==> config.mk <==
export PLATFORM = sky130hd
export DESIGN_NAME = fxa_div_stage
export DESIGN_NICKNAME = d
export VERILOG_FILES = /design/src/design/assert_macros.svh /design/src/design/fxa_pkg.sv /design/src/design/fxa_div_stage.sv
export SDC_FILE = /design/constraint.sdc
export NUM_CORES = 1
export LEC_CHECK = 0
export ABC_CLOCK_PERIOD_IN_PS = 2000
export BUFFER_PORTS_ARGS = -buffer_cell sky130_fd_sc_hd__buf_4
export CAP_MARGIN = 5
export CORE_AREA = 2 2 183 185
export CTS_BUF_LIST = sky130_fd_sc_hd__clkbuf_16
export CTS_CLUSTER_SIZE = 20
export DETAILED_ROUTE_END_ITERATION = 8
export DIE_AREA = 0 0 185 187
export HOLD_SLACK_MARGIN = 0.05
export PLACE_DENSITY = 0.65
export SLEW_MARGIN = 10
export SYNTH_ARGS = -nofsm -noshare
export SYNTH_HDL_FRONTEND = slang
export SYNTH_SLANG_ARGS = --single-unit
export TNS_END_PERCENT = 5
==> constraint.sdc <==
create_clock -name clk -period 2 [get_ports clk]
set_input_delay 0.1 -clock clk [delete_from_list [all_inputs] [get_ports clk]]
set_output_delay 0.1 -clock clk [all_outputs]
set_load 0.02 [all_outputs]
==> src/design/assert_macros.svh <==
// Assertion macros shared by the fixed-point ALU design files.
// Clock and active-low reset are passed explicitly to every macro.
`ifndef ASSERT_MACROS_SVH
`define ASSERT_MACROS_SVH

// Same-cycle implication, disabled while reset is asserted.
`define FXA_ASSERT_IMP(lbl, clk_s, rstn_s, ante, cons) \
    lbl: assert property (@(posedge clk_s) disable iff (!rstn_s) (ante) |-> (cons)) \
        else $error("fixed-point ALU assertion failed");

// Next-cycle implication, disabled while reset is asserted.
`define FXA_ASSERT_NXT(lbl, clk_s, rstn_s, ante, cons) \
    lbl: assert property (@(posedge clk_s) disable iff (!rstn_s) (ante) |=> (cons)) \
        else $error("fixed-point ALU assertion failed");

`endif

==> src/design/fxa_pkg.sv <==
// Package for the fixed-point ALU: mode codes, payload and pipeline types.
// Depends on nothing; used by every module of the block.
`timescale 1ns / 1ps
`default_nettype none

package fxa_pkg;

    localparam int FRAC_BITS = 8;
    localparam int WORD_W    = 32;

    localparam logic [WORD_W-1:0] WORD_MAX = {1'b0, {(WORD_W-1){1'b1}}};
    localparam logic [WORD_W-1:0] WORD_MIN = {1'b1, {(WORD_W-1){1'b0}}};
    localparam logic [WORD_W-1:0] ONE_RAW  = WORD_W'(1) << FRAC_BITS;

    typedef enum logic [3:0] {
        MODE_ADD     = 4'd0,
        MODE_SUB     = 4'd1,
        MODE_MUL     = 4'd2,
        MODE_DIV     = 4'd3,
        MODE_GT      = 4'd4,
        MODE_LT      = 4'd5,
        MODE_GE      = 4'd6,
        MODE_LE      = 4'd7,
        MODE_EQ      = 4'd8,
        MODE_NE      = 4'd9,
        MODE_MIN     = 4'd10,
        MODE_MAX     = 4'd11,
        MODE_INC     = 4'd12,
        MODE_DEC     = 4'd13,
        MODE_TOINT   = 4'd14,
        MODE_FROMINT = 4'd15
    } mode_t;

    typedef struct packed {
        mode_t                     mode;
        logic signed [WORD_W-1:0]  operand_a;
        logic signed [WORD_W-1:0]  operand_b;
    } in_t;

    typedef struct packed {
        logic signed [WORD_W-1:0]  result;
        logic                      overflow;
        logic                      divide_by_zero;
    } out_t;

    // Everything one operation carries down the pipeline.
    typedef struct packed {
        mode_t                      mode;
        logic [WORD_W-1:0]          simple_res;
        logic                       simple_ovf;
        logic signed [2*WORD_W-1:0] prod;
        logic                       neg;
        logic                       dbz;
        logic                       dovf;
        logic [WORD_W-1:0]          rem;
        logic [WORD_W-1:0]          nlow;
        logic [WORD_W-1:0]          dvs;
        logic [WORD_W-1:0]          quo;
    } pipe_t;

    typedef struct packed {
        logic [WORD_W-1:0] res;
        logic              ovf;
    } sat_t;

    // Clamp a one-bit-wider signed sum to the word range.
    function automatic sat_t sat_word(input logic signed [WORD_W:0] v);
        sat_t s;
        s.ovf = (v[WORD_W] != v[WORD_W-1]);
        if (s.ovf)
        begin
            s.res = v[WORD_W] ? WORD_MIN : WORD_MAX;
        end
        else
        begin
            s.res = v[WORD_W-1:0];
        end
        return s;
    endfunction

endpackage

`default_nettype wire

==> src/design/fxa_div_stage.sv <==
// One restoring-division stage: produces one quotient bit per register stage.
// Depends on fxa_pkg.
`timescale 1ns / 1ps
`default_nettype none

module fxa_div_stage
    import fxa_pkg::*;
(
    input  wire logic  clk,
    input  wire logic  rst_n,
    input  wire logic  en,
    input  wire logic  in_valid,
    input  wire pipe_t in_data,
    output logic       out_valid,
    output pipe_t      out_data
);

    logic           valid_reg;
    pipe_t          data_reg;
    pipe_t          data_next;
    logic [WORD_W:0] trial;
    logic [WORD_W:0] diff;
    logic           take;

    // Remainder stays below the divisor, so the shifted value fits one extra bit.
    assign trial = {in_data.rem, in_data.nlow[WORD_W-1]};
    assign diff  = trial - {1'b0, in_data.dvs};
    assign take  = (trial >= {1'b0, in_data.dvs});

    always_comb
    begin
        data_next      = in_data;
        data_next.rem  = take ? diff[WORD_W-1:0] : trial[WORD_W-1:0];
        data_next.nlow = {in_data.nlow[WORD_W-2:0], 1'b0};
        data_next.quo  = {in_data.quo[WORD_W-2:0], take};
    end

    always_ff @(posedge clk or negedge rst_n)
    begin
        if (!rst_n)
        begin
            valid_reg <= 1'b0;
        end
        else if (en)
        begin
            valid_reg <= in_valid;
        end
    end

    always_ff @(posedge clk)
    begin
        if (en)
        begin
            data_reg <= data_next;
        end
    end

    assign out_valid = valid_reg;
    assign out_data  = data_reg;

endmodule

`default_nettype wire

==> impl_metrics.ini <==
[power_and_ir_drop]
pwr-share-clk = 0.344
worst_ir_drop_vdd_mv = 0.672
power_density_nw_per_um2 = 816
p_total_w = 0.0145
p_int_w = 0.0106
swShare = 0.269
seq_power_share = 0.414
netSwitchingPower_w = 0.00391
combPwrFrac = 0.242
leakage_nw = 7.69

[timing]
setup_slack_ns = -0.327
min_period_ns = 2.33
rsz0062_at_grt = yes
slew_headroom = 0.599
setup_viol = 32
fmax_mhz = 430
hold_viol = 0
finalCritPeriodShare = 1.16
setup_tns_ns = -6.38
drv_slew = 0
worstMarginPinSlew_ns = 0.599
fin_skew_ns = 0

[global_route]
grt_pass1_vias = 8779
grt.busiest_layer = met2
globalRouteMet2Util = 0.372
grt_usage = 0.204
met1_usage = 0.220
antenna_found_initial = 5
use_met3 = 0.0495
grt_max_degree = 68
grt_overflow = 0
grt_pass1_wl_um = 52900

[yosys]
ys_seq_area_frac = 0.757
synth_mux_area_frac = 0.0146
netlist_area_um2 = 9190
synth_cells = 580
synth_xor_xnor_area_share = 0.0257
synth_top_family_by_area = compound AO/OA/AOI/OAI gates
synth.net_count = 849
ys_seq_elements = 232
yosys_warnings = 0
synthAdderAreaFrac = 0.0457
synth_compound_area_frac = 0.0796
synthSimpleGateAreaFrac = 0.0506
avgSynthCellArea_um2 = 15.9
synth_cell_type_count = 50

[die]
core-area_um2 = 32900
die_h_um = 187
initial_utilization = 0.280
num_rows = 67
die-area_um2 = 34600
io_pins = 469
die_x_um = 185

[clock_tree]
ctsLongestPathBuffers = 3
path_clk_slew_ns = 0.06
clk_latency_ns = 0.53
cts-buffers-inserted = 27
cts_tree = yes
root_buffer = clkbuf_16
h-tree-depth = 1
cts.sinks = 232

[route]
antenna_left = 0
wl_per_cell_um = 19.8
vias_per_cell = 4.42
first_pass_iters = 4
num_vias = 8291
drt_iter0_markers = 333
drcViolationCount = 0
routed_wl_um = 37300

[setup_path]
criticalPathCategory = primary input to flop
path_cells = buf_4 -> inv_2 -> ha_4 -> fa_2 -> nand2b_4 -> a21oi_4 -> o21ai_2 -> o311a_4 -> a31oi_4 -> a21oi_4 -> o41ai_2 -> xor2_1 -> mux2_4
required_ns = 2.29
crit_buf_inv = 2
path_delay_family = compound AO/OA/AOI/OAI gates
worstSetupStartpointType = primary input
cp.arrival_ns = 2.62
critPathMostFrequentCell = a21oi_4
critPathCaptureType = flop
slowest_delay_ns = 0.41
crit_path_top_delay_cell = fa_2
path_max_fanout = 3

[cells_and_area]
syn2layout_area_growth_pct = 93.7
final_common_cell = buf_4
drive_gt1_frac = 0.477
layout_common_cells = 553 x buf_4, 235 x dlygate4sd3_1, 231 x edfxtp_1, 48 x a21oi_1, 35 x nor2_1
nets = 1674

[outcome]
status = complete, but fails checks
violations = negative setup slack

[placement]
pre_cts_ws_ns = -1.07
gp_congestion = 0.880
place_hpwl_um = 25600
io_buffers = 466

[min_path]
hold_class = primary input to flop

[flow_run]
cap_violations = 0
## through the flow
step	std cells	hold slack, ns	util	cell area (um^2)
global route	1877	0.0712	0.542	17800
detailed placement	1581	-0.119	0.431	14100
global placement	1581	-0.124	0.431	14100
CTS	1871	0.0592	0.537	17600
floorplan	580	-0.196	-	9360
finish	1877	0.0855	0.542	17800
## Yosys cell counts (all sizes together)
library cell / n / area share
o21bai: 3 / 0.0024
nand3b: 1 / 0.00082
or4: 2 / 0.0016
and2: 2 / 0.0014
conb: 1 / 0.00041
edfxtp: 231 / 0.75
nor2: 35 / 0.014
o21a: 6 / 0.0049
o211ai: 4 / 0.0033
mux2: 11 / 0.013
a311oi: 1 / 0.00095
clkbuf: 7 / 0.0030
o2111ai: 1 / 0.00095
inv: 38 / 0.016
o31ai: 2 / 0.0031
xnor2: 15 / 0.014
a211o: 1 / 0.00095
fa: 1 / 0.0022
nand4b: 1 / 0.00095
o21ai: 18 / 0.010
a21oi: 56 / 0.030
nor3: 2 / 0.0011
o41ai: 1 / 0.00095
o311a: 1 / 0.0011
and4: 2 / 0.0019
and3: 1 / 0.00068
buf: 12 / 0.0076
o22ai: 2 / 0.0014
nand4: 8 / 0.0054
dfrtp: 1 / 0.0027
a211oi: 4 / 0.0038
nand2b: 3 / 0.0020
nand3: 8 / 0.0044
nor2b: 3 / 0.0020
a2bb2oi: 2 / 0.0019
a31oi: 5 / 0.0034
mux2i: 1 / 0.0011
nor4: 4 / 0.0027
nand2: 26 / 0.011
or2: 1 / 0.00068
xor2: 12 / 0.011
a21o: 12 / 0.0098
ha: 32 / 0.044
## layer usage
layer  wire length, um  up-vias  share of wire
met5                 0        -              0
met4              1930        0          0.052
met3              2620       90          0.070
met2             19100      357           0.51
met1             13700     3993           0.37
li1                  -     3851              -
## kinds of logic after synthesis
kind of cell | after synthesis
buffers and inverters | 57
other | 1
XOR/XNOR | 27
AND/OR/NAND/NOR | 99
AO/OA/AOI/OAI | 119
adder cells (fa/ha/maj) | 33
multiplexers | 12
flip-flops | 232
## layout make-up
class	instances	area (um^2)
inverters	38	155
fillers	2650	15100
diodes	5	12.5
clock inverters	21	209
well taps	448	561
flip-flops and latches	232	6960
repair buffers	815	6900
clock buffers	27	676
multi-input cells	291	2330
## state kept, by name (all words and copies together) (netlist names)
name	cells
out_data	231
out_valid	1
## timing repair
action	CTS	global route
cloned	1	0
buffers inserted	6	1
endpoints found under the setup margin	33	33
gates resized for setup	48	26
endpoints found under the hold margin	261	0
hold buffers	235	0
pin swaps	12	14
## final timing paths
check                       startpoint       endpoint  slack (ns)  cells after the start
max in group asynchronous        rst_n      out_valid        1.48                      3
hold / removal             in_data[33]   out_data[97]        0.09                      3
setup reg to reg             out_valid      out_valid        1.25                      1
hold reg to reg              out_valid      out_valid        0.53                      1
min in group asynchronous        rst_n      out_valid        0.41                      3
setup / recovery           in_data[95]  out_data[126]       -0.33                     13
## power groups by stage
stage                     logic [W]  clock network, W  registers (W)
after detailed placement    0.00292                 0        0.00610
final                       0.00351           0.00500        0.00602
after global routing        0.00370           0.00529        0.00606
after global placement      0.00288                 0        0.00610
after CTS                   0.00343           0.00511        0.00601
after floorplan            0.000690                 0        0.00666
No activity file was read; power rests on OpenSTA's default activity.
