**src/design/assert_macros.svh**
```systemverilog
// Assertion macros shared by the fixed-point ALU design files.
// Clock and active-low reset are passed explicitly to every macro.
`ifndef ASSERT_MACROS_SVH
`define ASSERT_MACROS_SVH

// Same-cycle implication, disabled while reset is asserted.
`define FXA_ASSERT_IMP(lbl, clk_s, rstn_s, ante, cons) \
    lbl: assert property (@(posedge clk_s) disable iff (!rstn_s) (ante) |-> (cons)) \
        else $error("fixed-point ALU assertion failed");

// Next-cycle implication, disabled while reset is asserted.
`define FXA_ASSERT_NXT(lbl, clk_s, rstn_s, ante, cons) \
    lbl: assert property (@(posedge clk_s) disable iff (!rstn_s) (ante) |=> (cons)) \
        else $error("fixed-point ALU assertion failed");

`endif

```
**src/design/fxa_pkg.sv**
```systemverilog
// Package for the fixed-point ALU: mode codes, payload and pipeline types.
// Depends on nothing; used by every module of the block.
`timescale 1ns / 1ps
`default_nettype none

package fxa_pkg;

    localparam int FRAC_BITS = 8;
    localparam int WORD_W    = 32;

    localparam logic [WORD_W-1:0] WORD_MAX = {1'b0, {(WORD_W-1){1'b1}}};
    localparam logic [WORD_W-1:0] WORD_MIN = {1'b1, {(WORD_W-1){1'b0}}};
    localparam logic [WORD_W-1:0] ONE_RAW  = WORD_W'(1) << FRAC_BITS;

    typedef enum logic [3:0] {
        MODE_ADD     = 4'd0,
        MODE_SUB     = 4'd1,
        MODE_MUL     = 4'd2,
        MODE_DIV     = 4'd3,
        MODE_GT      = 4'd4,
        MODE_LT      = 4'd5,
        MODE_GE      = 4'd6,
        MODE_LE      = 4'd7,
        MODE_EQ      = 4'd8,
        MODE_NE      = 4'd9,
        MODE_MIN     = 4'd10,
        MODE_MAX     = 4'd11,
        MODE_INC     = 4'd12,
        MODE_DEC     = 4'd13,
        MODE_TOINT   = 4'd14,
        MODE_FROMINT = 4'd15
    } mode_t;

    typedef struct packed {
        mode_t                     mode;
        logic signed [WORD_W-1:0]  operand_a;
        logic signed [WORD_W-1:0]  operand_b;
    } in_t;

    typedef struct packed {
        logic signed [WORD_W-1:0]  result;
        logic                      overflow;
        logic                      divide_by_zero;
    } out_t;

    // Everything one operation carries down the pipeline.
    typedef struct packed {
        mode_t                      mode;
        logic [WORD_W-1:0]          simple_res;
        logic                       simple_ovf;
        logic signed [2*WORD_W-1:0] prod;
        logic                       neg;
        logic                       dbz;
        logic                       dovf;
        logic [WORD_W-1:0]          rem;
        logic [WORD_W-1:0]          nlow;
        logic [WORD_W-1:0]          dvs;
        logic [WORD_W-1:0]          quo;
    } pipe_t;

    typedef struct packed {
        logic [WORD_W-1:0] res;
        logic              ovf;
    } sat_t;

    // Clamp a one-bit-wider signed sum to the word range.
    function automatic sat_t sat_word(input logic signed [WORD_W:0] v);
        sat_t s;
        s.ovf = (v[WORD_W] != v[WORD_W-1]);
        if (s.ovf)
        begin
            s.res = v[WORD_W] ? WORD_MIN : WORD_MAX;
        end
        else
        begin
            s.res = v[WORD_W-1:0];
        end
        return s;
    endfunction

endpackage

`default_nettype wire

```
**src/design/fxa_front.sv**
```systemverilog
// First pipeline stage: the simple modes, the product and divider setup.
// Depends on fxa_pkg.
`timescale 1ns / 1ps
`default_nettype none

module fxa_front
    import fxa_pkg::*;
(
    input  wire logic  clk,
    input  wire logic  rst_n,
    input  wire logic  en,
    input  wire logic  in_valid,
    input  wire in_t   in_data,
    output logic       out_valid,
    output pipe_t      out_data
);

    logic              valid_reg;
    pipe_t             data_reg;
    pipe_t             data_next;
    logic signed [WORD_W:0] sum_w;
    sat_t              sat_w;
    logic [WORD_W-1:0] mag_a;
    logic [WORD_W-1:0] mag_b;
    logic [WORD_W-1:0] rem_init;
    logic              fi_fits;
    logic signed [WORD_W-1:0] a;
    logic signed [WORD_W-1:0] b;

    assign a = in_data.operand_a;
    assign b = in_data.operand_b;

    always_comb
    begin
        case (in_data.mode)
            MODE_SUB: sum_w = {a[WORD_W-1], a} - {b[WORD_W-1], b};
            MODE_INC: sum_w = {a[WORD_W-1], a} + (WORD_W+1)'(1);
            MODE_DEC: sum_w = {a[WORD_W-1], a} - (WORD_W+1)'(1);
            default:  sum_w = {a[WORD_W-1], a} + {b[WORD_W-1], b};
        endcase
    end

    assign sat_w = sat_word(sum_w);

    assign mag_a = a[WORD_W-1] ? (WORD_W'(0) - a) : a;
    assign mag_b = b[WORD_W-1] ? (WORD_W'(0) - b) : b;
    // The dividend is |a| shifted up by the fraction; its part above the word starts the remainder.
    assign rem_init = {{(WORD_W-FRAC_BITS){1'b0}}, mag_a[WORD_W-1 -: FRAC_BITS]};
    assign fi_fits = (a[WORD_W-1:WORD_W-1-FRAC_BITS] == '0)
                  || (a[WORD_W-1:WORD_W-1-FRAC_BITS] == '1);

    always_comb
    begin
        data_next            = '0;
        data_next.mode       = in_data.mode;
        data_next.prod       = (2*WORD_W)'(a) * (2*WORD_W)'(b);
        data_next.neg        = a[WORD_W-1] ^ b[WORD_W-1];
        data_next.dbz        = (b == '0);
        data_next.dovf       = (rem_init >= mag_b);
        data_next.rem        = rem_init;
        data_next.nlow       = {mag_a[WORD_W-1-FRAC_BITS:0], {FRAC_BITS{1'b0}}};
        data_next.dvs        = mag_b;
        data_next.quo        = '0;
        case (in_data.mode)
            MODE_ADD, MODE_SUB, MODE_INC, MODE_DEC:
            begin
                data_next.simple_res = sat_w.res;
                data_next.simple_ovf = sat_w.ovf;
            end
            MODE_GT: data_next.simple_res = (a > b)   ? ONE_RAW : '0;
            MODE_LT: data_next.simple_res = (a < b)   ? ONE_RAW : '0;
            MODE_GE: data_next.simple_res = (a >= b)  ? ONE_RAW : '0;
            MODE_LE: data_next.simple_res = (a <= b)  ? ONE_RAW : '0;
            MODE_EQ: data_next.simple_res = (a == b)  ? ONE_RAW : '0;
            MODE_NE: data_next.simple_res = (a != b)  ? ONE_RAW : '0;
            MODE_MIN: data_next.simple_res = (a < b) ? a : b;
            MODE_MAX: data_next.simple_res = (a < b) ? b : a;
            MODE_TOINT: data_next.simple_res = WORD_W'(a >>> FRAC_BITS);
            MODE_FROMINT:
            begin
                if (fi_fits)
                begin
                    data_next.simple_res = {a[WORD_W-1-FRAC_BITS:0], {FRAC_BITS{1'b0}}};
                end
                else
                begin
                    data_next.simple_res = a[WORD_W-1] ? WORD_MIN : WORD_MAX;
                    data_next.simple_ovf = 1'b1;
                end
            end
            default: data_next.simple_res = '0;
        endcase
    end

    always_ff @(posedge clk or negedge rst_n)
    begin
        if (!rst_n)
        begin
            valid_reg <= 1'b0;
        end
        else if (en)
        begin
            valid_reg <= in_valid;
        end
    end

    always_ff @(posedge clk)
    begin
        if (en)
        begin
            data_reg <= data_next;
        end
    end

    assign out_valid = valid_reg;
    assign out_data  = data_reg;

endmodule

`default_nettype wire

```
**config.mk**
```make
export PLATFORM = sky130hd
export DESIGN_NAME = fxa_front
export DESIGN_NICKNAME = d
export VERILOG_FILES = /design/src/design/assert_macros.svh /design/src/design/fxa_pkg.sv /design/src/design/fxa_front.sv
export SDC_FILE = /design/constraint.sdc
export NUM_CORES = 2
export LEC_CHECK = 0
export ABC_AREA = 1
export BUFFER_PORTS_ARGS = -buffer_cell sky130_fd_sc_hd__clkbuf_2
export CAP_MARGIN = 20
export CORE_MARGIN = 10
export CORE_UTILIZATION = 35
export CTS_CLUSTER_SIZE = 24
export DETAILED_ROUTE_END_ITERATION = 8
export PLACE_DENSITY = 0.48
export SYNTH_ARGS = -nofsm -noshare
export SYNTH_HDL_FRONTEND = slang
export SYNTH_SLANG_ARGS = --single-unit
```
**constraint.sdc**
```tcl
create_clock -name clk -period 0.9 [get_ports clk]
set_input_delay 0.045 -clock clk [delete_from_list [all_inputs] [get_ports clk]]
set_output_delay 0.045 -clock clk [all_outputs]
set_load 0.05 [all_outputs]
```
==> out/metrics.csv <==
metric,value,unit
postSynth.asyncResetShare,0.5917,%
area_growth,40.45,%
end_kind,flop,
synth_warnings,0,
arrival,6740,ps
grt_first_pass_wirelength,342000,um
fp.dieW,408.9,um
outcome,"complete, but fails checks",
finalSetupTns,-492520,ps
io_buffer_count,240,
crit_family,adder cells,
grt_overflow,0,
rsz0062_at_grt,true,
io_pins,305,
finalNonFillerCells,10330,
drt-pass1-iter-count,6,
drv_slew,0,
ys_seq_elements,169,
die_area,0.1672,mm^2
finalCriticalPeriod,6346,ps
routed_wl,235700,um
antenna_found_initial,3,
grt_max_degree,32,
netlist_instances,6810,
worstSkewPairLatency,570,ps
avgSynthCellArea,7.772,um^2
slew_headroom,49.99,%
dp_hpwl,195400,um
fin_nets,9749,
synth_flop_cell,edfxtp_1,
vias_per_cell,4.802,
antenna_cells,0,
rr_startpoint,out_valid,
worst_setup_path_start_kind,input pin,
synth_edf_count,168,
worstPathRequired,1300,ps
regToRegEndpoint,out_valid,
final_cell_mix,"inv_1, nand2_1, buf_4",
grt_pass1_vias,51720,
hold_depth,4,
rrSetupSlack,140,ps
min_period_over_period,705.1,%
grtUsageTotal,27.57,%
setup_slack,-5446,ps
drt_first_iter_violations,3951,
worst_pin_slew,742.4,ps
layout_commonest_cell,inv_1,
min_path_type,input pin to flop,
cts_sinks,169,
drive_gt1_share,31.98,%
synth_cell_types,61,
hold_path_startpoint,in_data[22],
num_rows,142,
numCtsBuffers,17,
synth.cell_area,0.05293,mm^2
cts_root_buffer,clkbuf_16,
drv_cap,0,
hold_end,out_data[54],
ys_seq_area_share,9.579,%
fin_skew,0,ps
hold_viol,0,
antenna_left,0,
setup_viol,352,
drc,0,
htree_levels,4,
max_freq,157.6,MHz
cpPeakStageDelay,640,ps
crit_fanout,5,
initial_core_util,35.26,%
r2r_cells,1,
crit_top_cell,fa_1,
fp.dieH,408.9,um
cts_buffer_depth,2,
violations,setup timing,
wl_per_cell,22.81,um
crit_path_top_delay_cell,fa_1,
nFillCells,14510,
core,0.1501,mm^2
cts_tree,done,
regArea,0.005071,mm^2
gp_congestion,1.002,
num_vias,49610,
multiInputGateArea,0.04350,mm^2
place_inst,10130,
clk_pin_slew,80,ps
worst-path-buf-inv,11,
critPathKind,input pin to flop,
[synth_stat cells (all sizes together), types with 7 or more instances]
master / n / area [um^2]
o21bai: 32 / 240.2
ha: 291 / 3641
a31oi: 20 / 125.1
inv: 1799 / 6758
a21oi: 258 / 1303
o21ai: 182 / 922.1
o211ai: 7 / 52.55
nor2: 376 / 1489
a21o: 19 / 142.6
buf: 189 / 1109
xnor2: 24 / 210.2
nand3b: 9 / 67.56
o21a: 10 / 75.07
clkbuf: 184 / 693.2
nor4: 9 / 56.30
fa: 1084 / 21700
or2: 8 / 50.05
nand2: 1722 / 6519
nand3: 201 / 1076
edfxtp: 168 / 5045
nand4: 43 / 275.3
nor3: 35 / 185.2
xor2: 102 / 893.4
[sequential cells by signal, summed over array words and instances, names as in the netlist]
| signal | count |
|---|---|
| out_data | 168 |
| out_valid | 1 |
[per-stage QoR]
step                setup slack, ps  utilization, %  hold slack [ps]  area [um^2]
floorplan                     -6013               -           -250.6        55790
global placement              -6656           45.47           -180.4        68270
detailed placement            -6675           45.47           -179.1        68270
CTS                           -5358           48.32            35.12        72540
global route                  -5621           49.52            91.04        74340
finish                        -5446           49.52            63.13        74340
[cells by family (layout without fill, tap and decap cells)]
logic type               Yosys count  count (layout)  synth area share, %
other                              1              64             0.007085
AO/OA/AOI/OAI                    549             549                5.721
AND/OR/NAND/NOR                 2416            2416                18.53
XOR/XNOR                         126             126                2.085
buffers and inverters           2173            3615                16.18
flip-flops                       169             169                9.579
multiplexers                       1               1              0.02127
adder cells (fa/ha/maj)         1375            1375                47.88
[layout make-up]
type / instances / share of cell area, %
multi-input cells: 4531 / 58.51
repair buffers: 1783 / 21.25
inverters: 1800 / 9.196
flip-flops and latches: 169 / 6.822
well taps: 2016 / 3.393
clock buffers: 17 / 0.5723
clock inverters: 15 / 0.2491
[routing by layer]
metal | vias to the layer above | track usage, % | part of all wire (%)
met4 | 2 | 11.82 | 5.3
met2 | 1880 | 42.81 | 44
met1 | 24610 | 37.48 | 43
met5 | - | 0 | 0.0068
met3 | 394 | 5.086 | 7.5
li1 | 22720 | - | -
[how the worst max path moves through the flow]
stage          cells past startpoint         from       endpoint
3_5_place_dp                      23  in_data[63]  out_data[185]
4_1_cts                           29  in_data[46]  out_data[185]
5_1_grt                           27  in_data[18]  out_data[185]
6_report                          29  in_data[46]  out_data[185]
3_3_place_gp                      24  in_data[17]  out_data[178]
2_1_floorplan                     28  in_data[63]  out_data[193]
[repair_timing]
item / CTS / global route
pin swaps: 221 / 207
setup buffers: 101 / 44
hold buffers: 8 / 0
gates resized for setup: 590 / 384
setup endpoints to repair: 329 / 376
gates cloned: 13 / 7
endpoints found under the hold margin: 9 / 0
Power is not shown: default switching activity piles up to over one toggle a cycle in this logic, so the estimate is an artifact.
