**config.mk**
```make
export PLATFORM = sky130hd
export DESIGN_NAME = fxa_back
export DESIGN_NICKNAME = d
export VERILOG_FILES = /design/src/design/assert_macros.svh /design/src/design/fxa_pkg.sv /design/src/design/fxa_back.sv
export SDC_FILE = /design/constraint.sdc
export NUM_CORES = 1
export LEC_CHECK = 0
export BUFFER_PORTS_ARGS = -buffer_cell sky130_fd_sc_hd__buf_2
export CORE_ASPECT_RATIO = 1.5
export CORE_MARGIN = 2
export CORE_UTILIZATION = 53
export DETAILED_ROUTE_END_ITERATION = 6
export HOLD_SLACK_MARGIN = 0.03
export PLACE_DENSITY = 0.83
export SYNTH_ARGS = -nofsm -noshare
export SYNTH_HDL_FRONTEND = slang
export SYNTH_SLANG_ARGS = --single-unit
```
**constraint.sdc**
```tcl
create_clock -name clk -period 0.8 [get_ports clk]
set_input_delay 0.16 -clock clk [delete_from_list [all_inputs] [get_ports clk]]
set_output_delay 0.16 -clock clk [all_outputs]
set_load 0.005 [all_outputs]
```
**src/design/assert_macros.svh**
```systemverilog
// Assertion macros shared by the fixed-point ALU design files.
// Clock and active-low reset are passed explicitly to every macro.
`ifndef ASSERT_MACROS_SVH
`define ASSERT_MACROS_SVH

// Same-cycle implication, disabled while reset is asserted.
`define FXA_ASSERT_IMP(lbl, clk_s, rstn_s, ante, cons) \
    lbl: assert property (@(posedge clk_s) disable iff (!rstn_s) (ante) |-> (cons)) \
        else $error("fixed-point ALU assertion failed");

// Next-cycle implication, disabled while reset is asserted.
`define FXA_ASSERT_NXT(lbl, clk_s, rstn_s, ante, cons) \
    lbl: assert property (@(posedge clk_s) disable iff (!rstn_s) (ante) |=> (cons)) \
        else $error("fixed-point ALU assertion failed");

`endif

```
**src/design/fxa_pkg.sv**
```systemverilog
// Package for the fixed-point ALU: mode codes, payload and pipeline types.
// Depends on nothing; used by every module of the block.
`timescale 1ns / 1ps
`default_nettype none

package fxa_pkg;

    localparam int FRAC_BITS = 8;
    localparam int WORD_W    = 32;

    localparam logic [WORD_W-1:0] WORD_MAX = {1'b0, {(WORD_W-1){1'b1}}};
    localparam logic [WORD_W-1:0] WORD_MIN = {1'b1, {(WORD_W-1){1'b0}}};
    localparam logic [WORD_W-1:0] ONE_RAW  = WORD_W'(1) << FRAC_BITS;

    typedef enum logic [3:0] {
        MODE_ADD     = 4'd0,
        MODE_SUB     = 4'd1,
        MODE_MUL     = 4'd2,
        MODE_DIV     = 4'd3,
        MODE_GT      = 4'd4,
        MODE_LT      = 4'd5,
        MODE_GE      = 4'd6,
        MODE_LE      = 4'd7,
        MODE_EQ      = 4'd8,
        MODE_NE      = 4'd9,
        MODE_MIN     = 4'd10,
        MODE_MAX     = 4'd11,
        MODE_INC     = 4'd12,
        MODE_DEC     = 4'd13,
        MODE_TOINT   = 4'd14,
        MODE_FROMINT = 4'd15
    } mode_t;

    typedef struct packed {
        mode_t                     mode;
        logic signed [WORD_W-1:0]  operand_a;
        logic signed [WORD_W-1:0]  operand_b;
    } in_t;

    typedef struct packed {
        logic signed [WORD_W-1:0]  result;
        logic                      overflow;
        logic                      divide_by_zero;
    } out_t;

    // Everything one operation carries down the pipeline.
    typedef struct packed {
        mode_t                      mode;
        logic [WORD_W-1:0]          simple_res;
        logic                       simple_ovf;
        logic signed [2*WORD_W-1:0] prod;
        logic                       neg;
        logic                       dbz;
        logic                       dovf;
        logic [WORD_W-1:0]          rem;
        logic [WORD_W-1:0]          nlow;
        logic [WORD_W-1:0]          dvs;
        logic [WORD_W-1:0]          quo;
    } pipe_t;

    typedef struct packed {
        logic [WORD_W-1:0] res;
        logic              ovf;
    } sat_t;

    // Clamp a one-bit-wider signed sum to the word range.
    function automatic sat_t sat_word(input logic signed [WORD_W:0] v);
        sat_t s;
        s.ovf = (v[WORD_W] != v[WORD_W-1]);
        if (s.ovf)
        begin
            s.res = v[WORD_W] ? WORD_MIN : WORD_MAX;
        end
        else
        begin
            s.res = v[WORD_W-1:0];
        end
        return s;
    endfunction

endpackage

`default_nettype wire

```
**src/design/fxa_back.sv**
```systemverilog
// Last pipeline stage: rounding and saturation of products and quotients,
// and the output register. Depends on fxa_pkg.
`timescale 1ns / 1ps
`default_nettype none

module fxa_back
    import fxa_pkg::*;
(
    input  wire logic  clk,
    input  wire logic  rst_n,
    input  wire logic  en,
    input  wire logic  in_valid,
    input  wire pipe_t in_data,
    output logic       out_valid,
    output out_t       out_data
);

    localparam logic [2*WORD_W-1:0] HALF     = (2*WORD_W)'(1) << (FRAC_BITS - 1);
    localparam logic [2*WORD_W-1:0] POS_LIM  = (2*WORD_W)'(WORD_MAX);
    localparam logic [2*WORD_W-1:0] NEG_LIM  = (2*WORD_W)'(WORD_MIN);

    logic              valid_reg;
    out_t              data_reg;
    out_t              data_next;
    logic [2*WORD_W-1:0] mag_p;
    logic [2*WORD_W-1:0] mag_r;
    logic              p_neg;
    logic              round_up;
    logic [2*WORD_W-1:0] q_r;
    logic [2*WORD_W-1:0] mag_sel;
    logic              neg_sel;
    logic              sat_sel;

    assign p_neg = in_data.prod[2*WORD_W-1];
    assign mag_p = p_neg ? ((2*WORD_W)'(0) - in_data.prod) : in_data.prod;
    assign mag_r = (mag_p + HALF) >> FRAC_BITS;

    // Round to nearest, ties away from zero: bump when twice the remainder reaches the divisor.
    assign round_up = ({in_data.rem, 1'b0} >= {1'b0, in_data.dvs});
    assign q_r = (2*WORD_W)'(in_data.quo) + (2*WORD_W)'(round_up);

    assign neg_sel = (in_data.mode == MODE_MUL) ? p_neg : in_data.neg;
    assign mag_sel = (in_data.mode == MODE_MUL) ? mag_r : q_r;
    assign sat_sel = ((in_data.mode == MODE_DIV) && in_data.dovf)
                  || (neg_sel ? (mag_sel > NEG_LIM) : (mag_sel > POS_LIM));

    always_comb
    begin
        data_next = '0;
        case (in_data.mode)
            MODE_MUL, MODE_DIV:
            begin
                if ((in_data.mode == MODE_DIV) && in_data.dbz)
                begin
                    data_next.divide_by_zero = 1'b1;
                end
                else if (sat_sel)
                begin
                    data_next.result   = neg_sel ? WORD_MIN : WORD_MAX;
                    data_next.overflow = 1'b1;
                end
                else
                begin
                    data_next.result = neg_sel ? (WORD_W'(0) - mag_sel[WORD_W-1:0])
                                               : mag_sel[WORD_W-1:0];
                end
            end
            default:
            begin
                data_next.result   = in_data.simple_res;
                data_next.overflow = in_data.simple_ovf;
            end
        endcase
    end

    always_ff @(posedge clk or negedge rst_n)
    begin
        if (!rst_n)
        begin
            valid_reg <= 1'b0;
        end
        else if (en)
        begin
            valid_reg <= in_valid;
        end
    end

    always_ff @(posedge clk)
    begin
        if (en)
        begin
            data_reg <= data_next;
        end
    end

    assign out_valid = valid_reg;
    assign out_data  = data_reg;

endmodule

`default_nettype wire

```
==> results of run 1 <==
[cells in the mapped netlist, drive strengths merged, types with 20 or more instances]
library cell	count
edfxtp	34
nand3	50
xor2	50
ha	36
o211ai	29
nor2	96
nor4	26
xnor2	69
o21ai	78
and3	20
nand2	129
clkbuf	53
nor3	50
o31ai	20
or3	20
nand4	39
mux2i	22
a21oi	37
inv	47
[routing by layer]
| metal | GRT overflow | GRT usage [%] |
|---|---|---|
| met5 | 0 | 36.0 |
| met4 | 6 | 71.4 |
| met3 | 1 | 66.1 |
| met2 | 4 | 90.8 |
| met1 | 0 | 71.0 |
[logic make-up after synthesis]
family,share of synthesized area [%]
muxes,3.13
AOI/OAI and AO/OA,24.8
adders and majority gates,5.56
DFF,12.9
xor gates and xnor gates,12.9
buffers and inverters,5.45
and+or+nand+nor,35.3
[through the flow]
step,setup TNS [ns],hold slack [ns]
floorplan,-159.91,-0.136
global placement,-163.77,-0.0651
detailed placement,-173.50,-0.0554
CTS,-159.01,0.142
[timing repair]
item,4_1_cts
endpoints found under the setup margin,69
endpoints found under the hold margin,1
buffers inserted,26
resized for setup,50
hold buffers,1
gates cloned,1
pin swaps,52
==> results.sh, run 1 <==
export IMPL_io_buffers=238
export IMPL_grt_start_max_net_pins=39
export IMPL_grt_pass1_vias=15200
export IMPL_syn_cell_area_sq_um=8100
export IMPL_grt_pass1_wl_um=91500
export IMPL_grt_ovfl_total=11
export IMPL_netlist_instances=1140
export IMPL_status="stopped before the end"
export IMPL_die_w_um=105
export IMPL_pre_cts_slack_ns=-5.35
export IMPL_numCtsBuffers=5
export IMPL_haltStage="5_1_grt"
export IMPL_synthDominantCellAreaShare_pct=12.6
export IMPL_io_pins=271
export IMPL_synth_edff_count=34
export IMPL_synth_area_per_cell_sq_um=7.11
export IMPL_seq_area_frac_synth_pct=12.9
export IMPL_synthArstFlopShare_pct=2.86
export IMPL_htree_levels=2
export IMPL_ys_flop_type="edfxtp_1"
export IMPL_yosys_area_top_type="edfxtp_1"
export IMPL_dpl_cell_area_sq_um=12500
export IMPL_core_rowCount=55
export IMPL_hpwl_um=29600
export IMPL_error="[ERROR GRT-0116] Global routing finished with congestion. Check the congestion regions in the DRC Viewer."
export IMPL_cts_root_buf="clkbuf_16"
export IMPL_yosys_cell_types_count=90
export IMPL_yosys_top_cells_area="edfxtp_1, xnor2_1, nand2_1"
export IMPL_die_h_um=155
export IMPL_synth_warning_count=0
export IMPL_initial_utilization_pct=54.0
export IMPL_gr_usage_all_layers_pct=74.6
export IMPL_clk_path_buf_depth=2
export IMPL_place_inst=1917
export IMPL_ys_ff_latch=35
export IMPL_cts_sink_count=35
export IMPL_place_congestion=0.983
export IMPL_synth_nets=1412
==> run 2, diff against run 1 <==
--- a/config.mk
+++ b/config.mk
@@ -6,12 +6,10 @@
 export NUM_CORES = 1
 export LEC_CHECK = 0
 export BUFFER_PORTS_ARGS = -buffer_cell sky130_fd_sc_hd__buf_2
-export CORE_ASPECT_RATIO = 1.5
 export CORE_MARGIN = 2
-export CORE_UTILIZATION = 53
+export CORE_UTILIZATION = 40
 export DETAILED_ROUTE_END_ITERATION = 6
-export HOLD_SLACK_MARGIN = 0.03
-export PLACE_DENSITY = 0.83
+export PLACE_DENSITY_LB_ADDON = 0.15
 export SYNTH_ARGS = -nofsm -noshare
 export SYNTH_HDL_FRONTEND = slang
 export SYNTH_SLANG_ARGS = --single-unit
==> results.sh, run 2 <==
export IMPL_post_route_period_util_pct=707
export IMPL_p_comb_share_pct=60.1
export IMPL_p_int_mw=6.42
export IMPL_final_setup_worst_slack_ns=-4.86
export IMPL_cts_sink_count=35
export IMPL_core_sq_um=20000
export IMPL_synth_common_cells="nand2_1, nor2_1, xnor2_1"
export IMPL_drt_iter0_drc=575
export IMPL_final_cell_area_sq_um=13300
export IMPL_synthArstFlopShare_pct=2.86
export IMPL_num_vias=10900
export IMPL_dpl_cell_area_sq_um=12600
export IMPL_drive_gt1_share_pct=44.3
export IMPL_vias_per_cell=5.35
export IMPL_fin_crit_ns=5.66
export IMPL_synth_most_common_cell="nand2_1"
export IMPL_grt_start_max_net_pins=53
export IMPL_yosys_top_cells_area="edfxtp_1, xnor2_1, nand2_1"
export IMPL_wl_per_cell_um=15.2
export IMPL_crit_path_end_kind="register"
export IMPL_rsz0062_at_grt="true"
export IMPL_power_leakage_nw=5.98
export IMPL_ys_ff_latch=35
export IMPL_irDropWorstVdd_mv=0.704
export IMPL_startpoint_type="input pin"
export IMPL_drc=0
export IMPL_clk_path_buf_depth=2
export IMPL_swShare_pct=35.8
export IMPL_r2r_start="out_valid"
export IMPL_hold_end="out_valid"
export IMPL_cp_slowest_cell="o41a_1"
export IMPL_crit_required_ns=0.82
export IMPL_syn_cell_area_sq_um=8100
export IMPL_synth_adder_area_share_pct=5.56
export IMPL_netlist_instances=1140
export IMPL_timing_rr_end="out_valid"
export IMPL_synth_compound_area_share_pct=24.8
export IMPL_grt_pass1_wl_um=49400
export IMPL_core_rowCount=52
export IMPL_seq_area_frac_synth_pct=12.9
export IMPL_violations="setup timing"
export IMPL_synthSimpleGateAreaFrac_pct=35.3
export IMPL_fillerInstances=1833
export IMPL_layout_cells_most_common_list="buf_4, buf_2, nand2_1"
export IMPL_yosys_area_top_type="edfxtp_1"
export IMPL_p_per_area_nw_per_um2=752
export IMPL_io_buffers=238
export IMPL_die_area_sq_um=21400
export IMPL_synth_xor_area_share_pct=12.9
export IMPL_fin_util_pct=66.4
export IMPL_path_class="in2reg"
export IMPL_cts_tree="done"
export IMPL_routed_wl_um=30900
export IMPL_die_h_um=146
export IMPL_skew_ns=0
export IMPL_synth_top_family_by_area="simple AND/OR/NAND/NOR gates"
export IMPL_reg2reg_depth=1
export IMPL_hpwl_um=25600
export IMPL_dr_pass1_iters=5
export IMPL_crit_path_max_fanout=7
export IMPL_synth_warning_count=0
export IMPL_path_clk_slew_ns=0.05
export IMPL_initial_utilization_pct=40.4
export IMPL_clkPwrFrac_pct=17.4
export IMPL_status="complete, but fails checks"
export IMPL_htree_levels=2
export IMPL_synthDominantCellAreaShare_pct=12.6
export IMPL_areaGrowthSynthToFinish_pct=64.3
export IMPL_io_pins=271
export IMPL_p_sw_mw=3.59
export IMPL_pre_cts_slack_ns=-5.16
export IMPL_hold_viol_final=0
export IMPL_mostFrequentLayoutCell="buf_4"
export IMPL_place_congestion=0.928
export IMPL_die_w_um=146
export IMPL_power_mw=10.0
export IMPL_ys_flop_type="edfxtp_1"
export IMPL_critPathMaxStageDelay_ns=0.45
export IMPL_seqPwrFrac_pct=22.5
export IMPL_hold_start="in_valid"
export IMPL_tightest_slew_ns=0.828
export IMPL_clock_latency_ns=0.27
export IMPL_drv_slew=0
export IMPL_slew_headroom_pct=44.6
export IMPL_numCtsBuffers=5
export IMPL_antenna_found_initial=3
export IMPL_finalSetupViolations=68
export IMPL_synth_area_per_cell_sq_um=7.11
export IMPL_fin_setup_tns_ns=-160.90
export IMPL_grt_ovfl_total=0
export IMPL_holdCritPathClass="in2reg"
export IMPL_antenna_left=0
export IMPL_synth_edff_count=34
export IMPL_cts_root_buf="clkbuf_16"
export IMPL_gr_usage_all_layers_pct=27.6
export IMPL_max_freq_mhz=177
export IMPL_synth_mux_area_share_pct=3.13
export IMPL_synth_nets=1412
export IMPL_fin_nets=2031
export IMPL_grt_pass1_vias=10100
export IMPL_min_path_cells=2
export IMPL_yosys_cell_types_count=90
export IMPL_largest_reg_flops=34
export IMPL_regToRegSetupSlack_ns=0.06
export IMPL_critPathArrivalTime_ns=5.67
export IMPL_cap_violations=0
==> run 2: power by group through the flow <==
stage / registers (mW) / logic [mW] / clock network [mW]
global placement: 2.29 / 5.40 / 0
finish: 2.25 / 6.01 / 1.74
floorplan: 2.32 / 2.52 / 0
detailed placement: 2.29 / 5.50 / 0
CTS: 2.26 / 5.78 / 1.74
global route: 2.27 / 6.56 / 1.79
==> run 2: worst max path at each step <==
stage	startpoint	cells after the start	slack, ns	to
floorplan	in_data[96]	31	-4.93	out_data[9]
global placement	in_data[33]	32	-5.05	out_data[31]
detailed placement	in_data[33]	32	-5.16	out_data[30]
CTS	in_data[33]	34	-4.65	out_data[31]
global route	in_data[33]	34	-5.10	out_data[9]
finish	in_data[33]	35	-4.86	out_data[16]
==> run 2: cell type report <==
type | instances | area, sq um | share of cell area (%)
diodes | 3 | 7.51 | 0.0564
clock buffers | 6 | 129 | 0.968
inverters | 47 | 181 | 1.36
multi-input cells | 995 | 7010 | 52.6
flip-flops and latches | 35 | 1050 | 7.86
well taps | 270 | 338 | 2.54
repair buffers | 675 | 4600 | 34.6
==> run 2: routing by layer <==
metal	vias to the layer above	global-route usage (%)	wire (um)	part of all wire (%)
met5	-	0	0	0
met4	0	7.91	832	2.7
met3	46	1.75	1650	5.3
met2	325	46.8	14300	46
met1	4961	38.0	14100	46
li1	5540	-	-	-
==> run 2: timing repair <==
item                                   4_1_cts  5_1_grt
resized for setup                           49       32
buffers inserted                            14       10
pin swaps                                   42       33
hold buffers                                 1        0
cloned                                       2        0
endpoints found under the hold margin        1        0
setup endpoints to repair                   69       69
==> run 2: logic make-up after synthesis <==
logic type      count (synthesis)
compound gates                287
xor+xnor                      119
fa+ha+maj                      36
buf+inv                       111
flops                          35
mux                            25
simple gates                  527
==> run 2: metrics by stage <==
| stage | instances | hold slack [ns] |
|---|---|---|
| global route | 2030 | 0.124 |
| floorplan | 1140 | -0.136 |
| global placement | 1995 | -0.0650 |
| detailed placement | 1995 | -0.0605 |
| finish | 2031 | 0.121 |
| CTS | 2018 | 0.122 |
==> run 2: worst max-delay path: cells and delay by family <==
family / cells / cell delay (ns)
AND/OR/NAND/NOR: 12 / 1.99
adder cells (fa/ha/maj): 4 / 0.76
buffers and inverters: 5 / 0.50
AO/OA/AOI/OAI: 14 / 2.23
No activity file was read; power rests on OpenSTA's default activity.
==> run 3, diff against run 2 <==
--- a/config.mk
+++ b/config.mk
@@ -7,7 +7,7 @@
 export LEC_CHECK = 0
 export BUFFER_PORTS_ARGS = -buffer_cell sky130_fd_sc_hd__buf_2
 export CORE_MARGIN = 2
-export CORE_UTILIZATION = 40
+export CORE_UTILIZATION = 25
 export DETAILED_ROUTE_END_ITERATION = 6
 export PLACE_DENSITY_LB_ADDON = 0.15
 export SYNTH_ARGS = -nofsm -noshare
==> results.sh, run 3 (synthesis results as in run 2) <==
export IMPL_drc=0
export IMPL_hpwl_um=29000
export IMPL_clock_latency_ns=0.28
export IMPL_irDropWorstVdd_mv=0.813
export IMPL_antenna_found_initial=4
export IMPL_drive_gt1_share_pct=43.8
export IMPL_die_w_um=184
export IMPL_grt_start_max_net_pins=53
export IMPL_final_setup_worst_slack_ns=-4.82
export IMPL_critPathMaxStageDelay_ns=0.46
export IMPL_wl_per_cell_um=15.5
export IMPL_instances_no_fill=2178
export IMPL_num_vias=10700
export IMPL_core_rowCount=65
export IMPL_crit_required_ns=0.81
export IMPL_power_mw=10.2
export IMPL_largest_reg_flops=34
export IMPL_place_inst=2145
export IMPL_io_pins=271
export IMPL_finalSetupViolations=69
export IMPL_fin_nets=2043
export IMPL_rsz0062_at_grt="true"
export IMPL_path_class="in2reg"
export IMPL_clk_path_buf_depth=2
export IMPL_power_leakage_nw=6.02
export IMPL_core_sq_um=31700
export IMPL_die_area_sq_um=33900
export IMPL_cap_violations=0
export IMPL_dr_pass1_iters=7
export IMPL_cts_root_buf="clkbuf_16"
export IMPL_layout_cells_most_common_list="buf_4, buf_2, nand2_1"
export IMPL_max_freq_mhz=178
export IMPL_gr_usage_all_layers_pct=19.5
export IMPL_areaGrowthSynthToFinish_pct=66.6
export IMPL_grt_ovfl_total=0
export IMPL_mostFrequentLayoutCell="buf_4"
export IMPL_tightest_slew_ns=0.510
export IMPL_violations="setup timing"
export IMPL_holdCritPathClass="in2reg"
export IMPL_crit_start="in_data[96]"
export IMPL_path_clk_slew_ns=0.05
export IMPL_numCtsBuffers=5
export IMPL_crit_path_max_fanout=8
export IMPL_cts_sink_count=35
export IMPL_slew_headroom_pct=65.6
export IMPL_status="complete, but fails checks"
export IMPL_pre_cts_slack_ns=-5.19
export IMPL_routed_wl_um=33800
export IMPL_place_congestion=0.887
export IMPL_critPathArrivalTime_ns=5.63
export IMPL_drv_slew=0
export IMPL_fin_crit_ns=5.62
export IMPL_io_buffers=238
export IMPL_antenna_left=0
export IMPL_vias_per_cell=4.90
export IMPL_startpoint_type="input pin"
export IMPL_grt_pass1_wl_um=53400
export IMPL_r2r_start="out_valid"
export IMPL_post_route_period_util_pct=702
export IMPL_hold_start="in_valid"
export IMPL_initial_utilization_pct=25.5
export IMPL_grt_pass1_vias=10200
export IMPL_cp_slowest_cell="or3_4"
export IMPL_skew_ns=0
export IMPL_hold_viol_final=0
export IMPL_htree_levels=2
export IMPL_die_h_um=184
export IMPL_cts_tree="done"
export IMPL_fin_setup_tns_ns=-160.41
export IMPL_p_per_area_nw_per_um2=754
export IMPL_crit_path_end_kind="register"
export IMPL_drt_iter0_drc=634
-- run 3: changes by cell type in the layout (fill, tap and decap cells not counted), moves of 3 or more --
cell / previous run / this run
o21ai_1: 17 / 22
o21ai_2: 14 / 8
nor4_4: 9 / 6
buf_4: 419 / 431
-- run 3: worst max-delay path: cells and delay by family --
kind                     cells  cell delay (ns)
adder cells (fa/ha/maj)      4             0.79
buffers and inverters        3             0.33
AND/OR/NAND/NOR             12             2.02
AO/OA/AOI/OAI               14             2.32
-- run 3: repair_timing --
item / in CTS / in global routing
setup endpoints to repair: 69 / 69
cloned: 3 / 0
endpoints found under the hold margin: 1 / 0
hold buffers: 1 / 0
setup buffers: 14 / 4
pin swaps: 41 / 24
resized for setup: 50 / 9
-- run 3: layout make-up --
| type | count | area, sq um |
|---|---|---|
| fillers | 3351 | 18200 |
| multi-input cells | 994 | 6880 |
| repair buffers | 688 | 4740 |
| flip-flops and latches | 35 | 1050 |
| well taps | 402 | 503 |
| inverters | 47 | 181 |
| clock buffers | 8 | 136 |
| diodes | 4 | 10.0 |
-- run 3: path summary, 6_finish.rpt --
path                            depth (start not counted)  slack [ns]          end
worst max-delay path                                   33       -4.82  out_data[9]
max in group asynchronous                               2        0.53    out_valid
worst min register to register                          1        0.50    out_valid
worst max register to register                          1        0.07    out_valid
min in group asynchronous                               2        0.18    out_valid
worst min-delay path                                    2        0.11    out_valid
-- run 3: metrics by stage --
step / hold WS (ns) / instance area, sq um / utilization [%]
2_1_floorplan: -0.136 / 8230 / -
3_3_place_gp: -0.0653 / 12900 / 40.7
3_5_place_dp: -0.0632 / 12900 / 40.7
4_1_cts: 0.111 / 13400 / 42.3
5_1_grt: 0.125 / 13500 / 42.6
6_report: 0.114 / 13500 / 42.6
-- run 3: layer usage --
metal | global-route usage (%) | vias up | part of all wire [%]
li1 | - | 5570 | -
met1 | 27.9 | 4802 | 50
met2 | 32.3 | 277 | 45
met3 | 0.951 | 26 | 4.2
met4 | 3.87 | 0 | 1.4
met5 | 0 | - | 0
-- run 3: power breakdown --
group / internal [mW] / total (mW) / switching (mW)
Combinational: 3.13 / 6.05 / 2.92
Sequential: 2.21 / 2.26 / 0.0477
Clock: 1.16 / 1.87 / 0.710
